<file path="src/sv/vasd_pkg.sv">
// Shared types, opcodes and level conversion functions for the volume attenuator driver.
package vasd_pkg;

	typedef enum logic [2:0] {
		OP_SERIAL_TICK = 3'd0,
		OP_LOUDER      = 3'd1,
		OP_QUIETER     = 3'd2,
		OP_TEMP_ATTEN  = 3'd3,
		OP_MS_TICK     = 3'd4,
		OP_SET_LEVEL   = 3'd5
	} vasd_op_t;

	localparam logic [7:0]  LEVEL_MUTE      = 8'd128;
	localparam logic [7:0]  LEVEL_FINE_TOP  = 8'd96;
	localparam logic [7:0]  LEVEL_COARSE_TOP = 8'd127;
	localparam logic [8:0]  HALF_DB_MUTE    = 9'd200;
	localparam logic [9:0]  HALF_DB_LIMIT   = 10'd156;
	localparam logic [15:0] MS_COUNT_MAX    = 16'hFFFF;
	localparam logic [15:0] TIMEOUT_RESET   = 16'd5000;
	localparam logic [8:0]  FIRST_FRAME_TAG = 9'h100;

	// Shifter command from the level logic.
	typedef struct packed {
		logic       tick;
		logic       start;
		logic [7:0] code;
	} vasd_shift_ctrl_t;

	// Pin levels and busy flag after the current item.
	typedef struct packed {
		logic clock_pin;
		logic data_pin;
		logic load_pin;
		logic busy;
	} vasd_shift_stat_t;

	// Attenuation code to half-dB units.
	function automatic logic [8:0] code_to_half_db(input logic [7:0] code);
		logic [8:0] r;
		if (code <= LEVEL_FINE_TOP) begin
			r = {1'b0, code};
		end else if (code <= LEVEL_COARSE_TOP) begin
			r = {code, 1'b0} - 9'(LEVEL_FINE_TOP);
		end else begin
			r = HALF_DB_MUTE;
		end
		return r;
	endfunction

	// Signed half-dB sum back to a code; truncate in the 1 dB region.
	function automatic logic [7:0] half_db_to_code(input logic signed [9:0] s);
		logic [9:0] u;
		logic [7:0] r;
		u = $unsigned(s);
		if (s < 0) begin
			r = 8'd0;
		end else if (u <= 10'(LEVEL_FINE_TOP)) begin
			r = u[7:0];
		end else if (u <= HALF_DB_LIMIT) begin
			r = LEVEL_FINE_TOP + 8'((u - 10'(LEVEL_FINE_TOP)) >> 1);
		end else begin
			r = LEVEL_MUTE;
		end
		return r;
	endfunction

endpackage

</file>
<file path="src/sv/vasd_shifter.sv">
// Serial frame shifter: holds the sent code and drives clock, data and load pins.
module vasd_shifter
	import vasd_pkg::*;
#(
	parameter int FRAME_BITS = 16
) (
	input  logic             clk,
	input  logic             arst_n,
	input  logic             advance,
	input  vasd_shift_ctrl_t ctrl,
	output vasd_shift_stat_t stat_next
);

	localparam int STEP_W = $clog2(2 * FRAME_BITS + 2);
	localparam int BIT_W  = STEP_W - 1;
	localparam int IDX_W  = $clog2(FRAME_BITS);
	localparam logic [STEP_W-1:0] STEP_STOP = STEP_W'(2 * FRAME_BITS);
	localparam logic [STEP_W-1:0] STEP_LAST = STEP_W'(2 * FRAME_BITS + 1);
	localparam logic [BIT_W-1:0]  BIT_MSB   = BIT_W'(FRAME_BITS - 1);
	localparam logic [BIT_W-1:0]  BIT_COUNT = BIT_W'(FRAME_BITS);

	logic [7:0]        sent_code_q;
	logic [STEP_W-1:0] bit_step_q;
	logic              frame_sel_q;
	logic              sending_q;
	logic              clk_pin_q, dat_pin_q, load_pin_q;

	logic [7:0]            sent_code_d;
	logic [STEP_W-1:0]     bit_step_d;
	logic                  frame_sel_d;
	logic                  sending_d;
	logic                  clk_pin_d, dat_pin_d, load_pin_d;
	logic [BIT_W-1:0]      bit_idx;
	logic [BIT_W-1:0]      msb_off;
	logic [FRAME_BITS-1:0] frame;

	assign bit_idx = bit_step_q[STEP_W-1:1];
	assign msb_off = BIT_MSB - bit_idx;
	assign frame   = FRAME_BITS'(sent_code_q)
		| (frame_sel_q ? '0 : FRAME_BITS'(FIRST_FRAME_TAG));

	always_comb begin
		sent_code_d = sent_code_q;
		bit_step_d  = bit_step_q;
		frame_sel_d = frame_sel_q;
		sending_d   = sending_q;
		clk_pin_d   = clk_pin_q;
		dat_pin_d   = dat_pin_q;
		load_pin_d  = load_pin_q;
		if (ctrl.start) begin
			// Keep the bit position: a restart mid-frame mixes old and new code.
			sent_code_d = ctrl.code;
			sending_d   = 1'b1;
		end else if (ctrl.tick && sending_q) begin
			if (!bit_step_q[0]) begin
				if (bit_step_q != STEP_STOP) clk_pin_d = 1'b0;
				if (bit_step_q == '0) load_pin_d = 1'b0;
				if (bit_idx < BIT_COUNT) begin
					dat_pin_d = frame[msb_off[IDX_W-1:0]];
				end else begin
					dat_pin_d = 1'b1;
				end
				bit_step_d = bit_step_q + STEP_W'(1);
			end else begin
				clk_pin_d = 1'b1;
				if (bit_step_q >= STEP_LAST) begin
					load_pin_d  = 1'b1;
					bit_step_d  = '0;
					frame_sel_d = ~frame_sel_q;
					if (frame_sel_q) sending_d = 1'b0;
				end else begin
					bit_step_d = bit_step_q + STEP_W'(1);
				end
			end
		end
	end

	always_ff @(posedge clk or negedge arst_n) begin
		if (!arst_n) begin
			sent_code_q <= '0;
			bit_step_q  <= '0;
			frame_sel_q <= 1'b0;
			sending_q   <= 1'b0;
			clk_pin_q   <= 1'b1;
			dat_pin_q   <= 1'b0;
			load_pin_q  <= 1'b1;
		end else if (advance) begin
			sent_code_q <= sent_code_d;
			bit_step_q  <= bit_step_d;
			frame_sel_q <= frame_sel_d;
			sending_q   <= sending_d;
			clk_pin_q   <= clk_pin_d;
			dat_pin_q   <= dat_pin_d;
			load_pin_q  <= load_pin_d;
		end
	end

	assign stat_next = '{clock_pin: clk_pin_d, data_pin: dat_pin_d,
		load_pin: load_pin_d, busy: sending_d};

endmodule

</file>
<file path="src/sv/volume_attenuator_serial_driver_unit.sv">
// Top level of the volume attenuator controller with its serial pin driver.
//
// Usage
//   Input stream (s_tvalid/s_tready/s_tdata/s_tuser): one item per tick or
//   command. s_tuser carries the opcode (serial tick, louder, quieter,
//   temporary attenuation, millisecond tick, set level); s_tdata carries the
//   level for set level and the signed half-dB offset for temporary attenuation.
//   Output stream (m_tvalid/m_tready/m_tdata): exactly one item per input
//   item, giving pin levels, busy flag, stored level and temporary flag as
//   they stand after that input item.
//   Config channel (cfg_valid/cfg_ready/cfg_data): writes undo_timeout_ms;
//   always ready, write only while the block is idle.
// Timing
//   An accepted item waits in the input stage until the result slot is free or
//   being drained; the level and shifter logic runs on it and the result loads.
//   Throughput is one item per cycle while m_tready stays high.
// Reset
//   arst_n clears level, flags, counters and the shifter; pins rest with
//   clock high, load high, data low; the timeout returns to 5000 ms.
// Stall
//   A held result keeps the input stage full; one more item is still taken
//   into the input stage, then s_tready drops until the result leaves.
module volume_attenuator_serial_driver_unit
	import vasd_pkg::*;
#(
	parameter int FRAME_BITS = 16
) (
	input  logic        clk,
	input  logic        arst_n,
	input  logic        s_tvalid,
	output logic        s_tready,
	input  logic [15:0] s_tdata,   // [7:0] level_value, [15:8] relative_half_db
	input  logic [2:0]  s_tuser,   // [2:0] opcode
	output logic        m_tvalid,
	input  logic        m_tready,
	output logic [15:0] m_tdata,   // [0] clock_pin, [1] data_pin, [2] load_pin,
	                               // [3] busy_res, [11:4] stored_level,
	                               // [12] temp_active, [15:13] zero
	input  logic        cfg_valid,
	output logic        cfg_ready,
	input  logic [15:0] cfg_data   // [15:0] undo_timeout_ms
);

	// Input stage
	logic              valid_s1;
	logic [2:0]        op_s1;
	logic [7:0]        lvl_in_s1;
	logic signed [7:0] rel_s1;

	// Block state
	logic [7:0]  level_q;
	logic        temp_q;
	logic [15:0] ms_count_q;
	logic [15:0] timeout_q;

	// Result register
	logic        out_valid_q;
	logic [15:0] out_data_q;

	logic             advance;
	logic [7:0]       level_d;
	logic             temp_d;
	logic [15:0]      ms_count_d;
	logic [15:0]      ms_inc;
	logic signed [9:0] temp_sum;
	vasd_shift_ctrl_t shift_ctrl;
	vasd_shift_stat_t shift_stat;

	// Move the input stage on when the result slot is free or being drained.
	assign advance   = valid_s1 && (!out_valid_q || m_tready);
	assign s_tready  = !valid_s1 || advance;
	assign cfg_ready = 1'b1;

	always_ff @(posedge clk or negedge arst_n) begin
		if (!arst_n) begin
			valid_s1 <= 1'b0;
		end else if (s_tready) begin
			valid_s1 <= s_tvalid;
		end
	end

	always_ff @(posedge clk) begin
		if (s_tvalid && s_tready) begin
			op_s1     <= s_tuser;
			lvl_in_s1 <= s_tdata[7:0];
			rel_s1    <= $signed(s_tdata[15:8]);
		end
	end

	assign temp_sum = $signed({1'b0, code_to_half_db(level_q)}) + 10'(rel_s1);
	assign ms_inc   = (ms_count_q < MS_COUNT_MAX) ? ms_count_q + 16'd1 : ms_count_q;

	// Level, temporary flag and millisecond counter; decide what the shifter does.
	always_comb begin
		level_d    = level_q;
		temp_d     = temp_q;
		ms_count_d = ms_count_q;
		shift_ctrl = '{tick: 1'b0, start: 1'b0, code: level_q};
		case (op_s1)
			OP_SERIAL_TICK: begin
				shift_ctrl.tick = 1'b1;
			end
			OP_LOUDER: begin
				if (level_q != 8'd0) begin
					level_d          = level_q - 8'd1;
					shift_ctrl.start = 1'b1;
					shift_ctrl.code  = level_d;
					temp_d           = 1'b0;
				end
			end
			OP_QUIETER: begin
				if (level_q <= LEVEL_COARSE_TOP) begin
					level_d          = level_q + 8'd1;
					shift_ctrl.start = 1'b1;
					shift_ctrl.code  = level_d;
					temp_d           = 1'b0;
				end
			end
			OP_TEMP_ATTEN: begin
				shift_ctrl.start = 1'b1;
				shift_ctrl.code  = half_db_to_code(temp_sum);
				temp_d           = 1'b1;
				ms_count_d       = '0;
			end
			OP_MS_TICK: begin
				ms_count_d = ms_inc;
				// Revert to the stored level once the timeout has passed.
				if (temp_q && ms_inc > timeout_q) begin
					shift_ctrl.start = 1'b1;
					temp_d           = 1'b0;
				end
			end
			OP_SET_LEVEL: begin
				level_d          = (lvl_in_s1 > LEVEL_MUTE) ? LEVEL_MUTE : lvl_in_s1;
				shift_ctrl.start = 1'b1;
				shift_ctrl.code  = level_d;
				temp_d           = 1'b0;
			end
			default: begin
				// Unused opcodes only report the state.
			end
		endcase
	end

	vasd_shifter #(
		.FRAME_BITS(FRAME_BITS)
	) u_shifter (
		.clk      (clk),
		.arst_n   (arst_n),
		.advance  (advance),
		.ctrl     (shift_ctrl),
		.stat_next(shift_stat)
	);

	always_ff @(posedge clk or negedge arst_n) begin
		if (!arst_n) begin
			level_q    <= '0;
			temp_q     <= 1'b0;
			ms_count_q <= '0;
			timeout_q  <= TIMEOUT_RESET;
		end else begin
			if (cfg_valid && cfg_ready) timeout_q <= cfg_data;
			if (advance) begin
				level_q    <= level_d;
				temp_q     <= temp_d;
				ms_count_q <= ms_count_d;
			end
		end
	end

	// Result register: load on advance, drop when taken.
	always_ff @(posedge clk or negedge arst_n) begin
		if (!arst_n) begin
			out_valid_q <= 1'b0;
		end else if (advance) begin
			out_valid_q <= 1'b1;
		end else if (m_tready) begin
			out_valid_q <= 1'b0;
		end
	end

	always_ff @(posedge clk) begin
		if (advance) begin
			out_data_q <= {3'b000, temp_d, level_d, shift_stat.busy,
				shift_stat.load_pin, shift_stat.data_pin, shift_stat.clock_pin};
		end
	end

	assign m_tvalid = out_valid_q;
	assign m_tdata  = out_data_q;

	// Stored level never goes past mute.
	a_level_range: assert property (@(posedge clk) disable iff (!arst_n)
		level_q <= LEVEL_MUTE)
		else $error("stored level above mute");

	// A stalled input stage holds its item.
	a_s1_hold: assert property (@(posedge clk) disable iff (!arst_n)
		valid_s1 && !advance |=> valid_s1 && $stable(op_s1) && $stable(lvl_in_s1))
		else $error("input stage lost an item under stall");

	// Temporary attenuation always leaves the flag set and the counter cleared.
	a_temp_set: assert property (@(posedge clk) disable iff (!arst_n)
		advance && op_s1 == OP_TEMP_ATTEN |=> temp_q && ms_count_q == 16'd0)
		else $error("temporary attenuation did not take effect");

	// The result that loads on advance reports the new stored level.
	a_out_level: assert property (@(posedge clk) disable iff (!arst_n)
		advance |=> m_tvalid && m_tdata[11:4] == level_q && m_tdata[12] == temp_q)
		else $error("result does not match block state");

endmodule

</file>
<file path="config.mk">
export PLATFORM = sky130hd
export DESIGN_NAME = volume_attenuator_serial_driver_unit
export DESIGN_NICKNAME = d
export VERILOG_FILES = /design/src/sv/vasd_pkg.sv /design/src/sv/vasd_shifter.sv /design/src/sv/volume_attenuator_serial_driver_unit.sv
export SDC_FILE = /design/constraint.sdc
export NUM_CORES = 1
export LEC_CHECK = 0
export BUFFER_PORTS_ARGS = -buffer_cell sky130_fd_sc_hd__buf_2
export CORE_UTILIZATION = 54
export DETAILED_ROUTE_END_ITERATION = 12
export PLACE_DENSITY = 0.83
export SYNTH_ARGS = -nofsm -noshare
export SYNTH_HDL_FRONTEND = slang
export SYNTH_SLANG_ARGS = --single-unit
</file>
<file path="constraint.sdc">
create_clock -name clk -period 4 [get_ports clk]
set_input_delay 0.2 -clock clk [delete_from_list [all_inputs] [get_ports clk]]
set_output_delay 0.2 -clock clk [all_outputs]
set_load 0.01 [all_outputs]
</file>
==> out/results.ini <==
[worst_setup_path]
max_stage_delay_ns=0.45
rr_worst_depth=16
crit_chain=ha_2 -> nand2_1 -> nor4_4 -> nand3_2 -> nor3b_2 -> nand3_1 -> xnor2_1 -> ha_1 -> nand4_1 -> nor2_1 -> a221o_1 -> o311ai_4 -> o21ai_4 -> buf_12 -> mux2i_1 -> a211oi_1
path_buf_inv=1
required_ns=4.25
crit_arrival_ns=4.07
worstSetupPathDepth=16
crit_end=u_shifter.sent_code_q[1]
reg2reg_from=ms_count_q[0]
cp_slowest_cell=nor4_4
rrSetupSlack_ns=0.18
r2r_end=u_shifter.sent_code_q[1]
endpoint_kind=flop
cpLargestDelayFamily=simple AND/OR/NAND/NOR gates
critPathLaunch=ms_count_q[0]
critPathKind=reg -> reg
worstPathMaxFanout=9
cp-start-kind=flop

[flow_run]
max_cap_viol_count=0

[die]
boundaryPins=59
die_w_um=109
coreArea_um2=11000
die_area_um2=11900
num_rows=38
die-height_um=109
start_util=0.563

[yosys]
ys_ff_latch=94
synth.distinct_cells=81
ys_seq_area_frac=0.408
avgSynthCellArea_um2=9.38
synth_common_cells=nand2_1, dfrtp_1, nor2_1
synth.largest_area_cell=dfrtp_1
ys.flop_type=dfrtp_1
synth_edf_count=32
synthCells=659
yosysMostFrequentCell=nand2_1
syn_area_um2=6180
synth-warning-count=0
ys_top_cells_by_area=dfrtp_1, edfxtp_1, ha_1, nand2_1, o21ai_0
ys_async_sr_fraction=0.660
post-synth-top-area-fraction=0.223

[global_routing]
grt_max_degree=63
overflow=0
grtUsageTotal=0.267
grt_antenna_before_repair=0
grt_pass1_vias=5031
grt_pass1_wl_um=24600

[power]
finalPower_mw=4.28
p_leak_nw=3.10
ir_worst_vdd_v=0.000395
power.density_nw_per_um2=606

[run_status]
status=complete, no violations

[cells_and_area]
multi_input_area_um2=3480
num-fill-cells=876
drive_gt1_frac=0.190
layout-area-overhead-vs-synth_pct=14.4
nNetsFinal=803
ff_latch_area_um2=2520
antenna_cells=0

[route]
wl_met2_um=6900
drtPass1Iterations=5
drc=0
wirelength_met1_um=6640
dr_wl_met3_um=942
drt-wirelength-per-cell_um=17.0
viasPerCell=6.13
drt-total-wl_um=14800
ant_nets=0
maxUsedRoutingLayer=met4
via_count=5318
drt_iter0_drc=390

[timing]
drv_slew=0
hold_viol=0
setup_ws_ns=0.182
slew_headroom=0.369
clock-skew-final_ns=0.00933
fin_crit_ns=3.82
worstMarginPinSlew_ns=0.943
fin_crit_sh=0.954
setup_viol=0
fmax_ghz=0.262

[clock_tree]
cts.sinks=94
clk_path_buf_depth=2
numCtsBuffers=9
ctsRootBufferMaster=clkbuf_16
clk_pin_slew_ns=0.07
htree_levels=3
cts_tree=built
clkLatencyLatePin_ns=0.34

[worst_hold_path]
hold_class=in -> async

[placed_design]
gp_congestion=0.990
io_buffers=54
pre_cts_ws_ns=0.00202
hpwlAfterDp_um=10700

worst min-delay path by stage:
| stage | to | startpoint | cells after the start |
|---|---|---|---|
| after global routing | lvl_in_s1[6] | s_tdata[6] | 1 |
| final | timeout_q[14] | arst_n | 2 |
| after floorplan | async pin | arst_n | 0 |
| after detailed placement | rel_s1[1] | s_tdata[9] | 1 |
| after global placement | lvl_in_s1[6] | s_tdata[6] | 1 |
| after CTS | lvl_in_s1[6] | s_tdata[6] | 1 |
layer usage:
metal	vias to the layer above	track usage
li1	2532	-
met1	2579	0.372
met2	182	0.423
met3	25	0.0472
met4	0	0.0869
met5	-	0
flip-flops by register name (all words and copies together), names as in the netlist, named ones only:
signal,flops
ms_count_q,16
op_s1,3
u_shifter.frame_sel_q,1
u_shifter.dat_pin_q,1
u_shifter.load_pin_q,1
temp_q,1
m_tdata,13
u_shifter.bit_step_q,5
m_tvalid,1
rel_s1,8
u_shifter.sent_code_q,8
lvl_in_s1,8
u_shifter.clk_pin_q,1
level_q,8
u_shifter.sending_q,1
timeout_q,16
valid_s1,1
logic make-up (layout without fill, tap and decap cells):
family                   Yosys count  after routing  synth area share
multiplexers                      18             18            0.0354
other                              2              5           0.00122
XOR/XNOR                          26             26            0.0368
flip-flops                        94             94             0.408
AO/OA/AOI/OAI                    180            180             0.207
adder cells (fa/ha/maj)           40             40            0.0822
buffers and inverters             70            136            0.0476
AND/OR/NAND/NOR                  229            229             0.182
per-stage QoR:
step | util | setup TNS (ns) | hold WS [ns] | cells | instance area [µm²]
2_1_floorplan | - | 0 | -0.0956 | 662 | 6190
3_3_place_gp | 0.605 | 0 | 0.376 | 847 | 6650
4_1_cts | 0.632 | 0 | 0.0267 | 864 | 6940
3_5_place_dp | 0.605 | 0 | 0.378 | 847 | 6650
5_1_grt | 0.644 | -0.0994 | 0.0181 | 868 | 7070
6_report | 0.644 | 0 | 0.00392 | 868 | 7070
what timing repair did:
action | 4_1_cts | 5_1_grt
pin swaps | 2 | 6
hold buffers | 0 | 0
endpoints found under the setup margin | 6 | 10
resized for setup | 0 | 18
buffers inserted | 1 | 4
final cells by class:
type                       instances  share of cell area
timing repair buffer              80              0.0676
clock buffer                      13              0.0354
clock inverter                     3             0.00283
multi-input combinational        498               0.492
sequential                        94               0.357
tap                              140              0.0248
inverter                          40              0.0212
placed cells by master (no fill, tap or decap), types with 16 or more instances in the layout:
cell type	instances
dfrtp_1	55
a21oi_1	24
o21ai_0	46
xnor2_1	16
nand3_1	26
nor2_1	48
nand2_1	82
ha_1	37
buf_2	54
buf_4	25
inv_1	38
edfxtp_1	32
worst register-to-register path, cell delays in order, from the launching register on:
cell and delay (ns):
dfrtp_1 0.40, ha_2 0.22, nand2_1 0.12, nor4_4 0.45, nand3_2 0.13, nor3b_2 0.22, nand3_1 0.16, xnor2_1 0.18
ha_1 0.29, nand4_1 0.18, nor2_1 0.07, a221o_1 0.38, o311ai_4 0.35, o21ai_4 0.11, buf_12 0.17, mux2i_1 0.11
a211oi_1 0.21
where the power goes:
group          switching, mW  total [mW]  internal [mW]
Sequential             0.134        1.33           1.19
Combinational           1.26        2.16          0.900
Clock                  0.357       0.796          0.440
(Power assumes the default switching activity.)
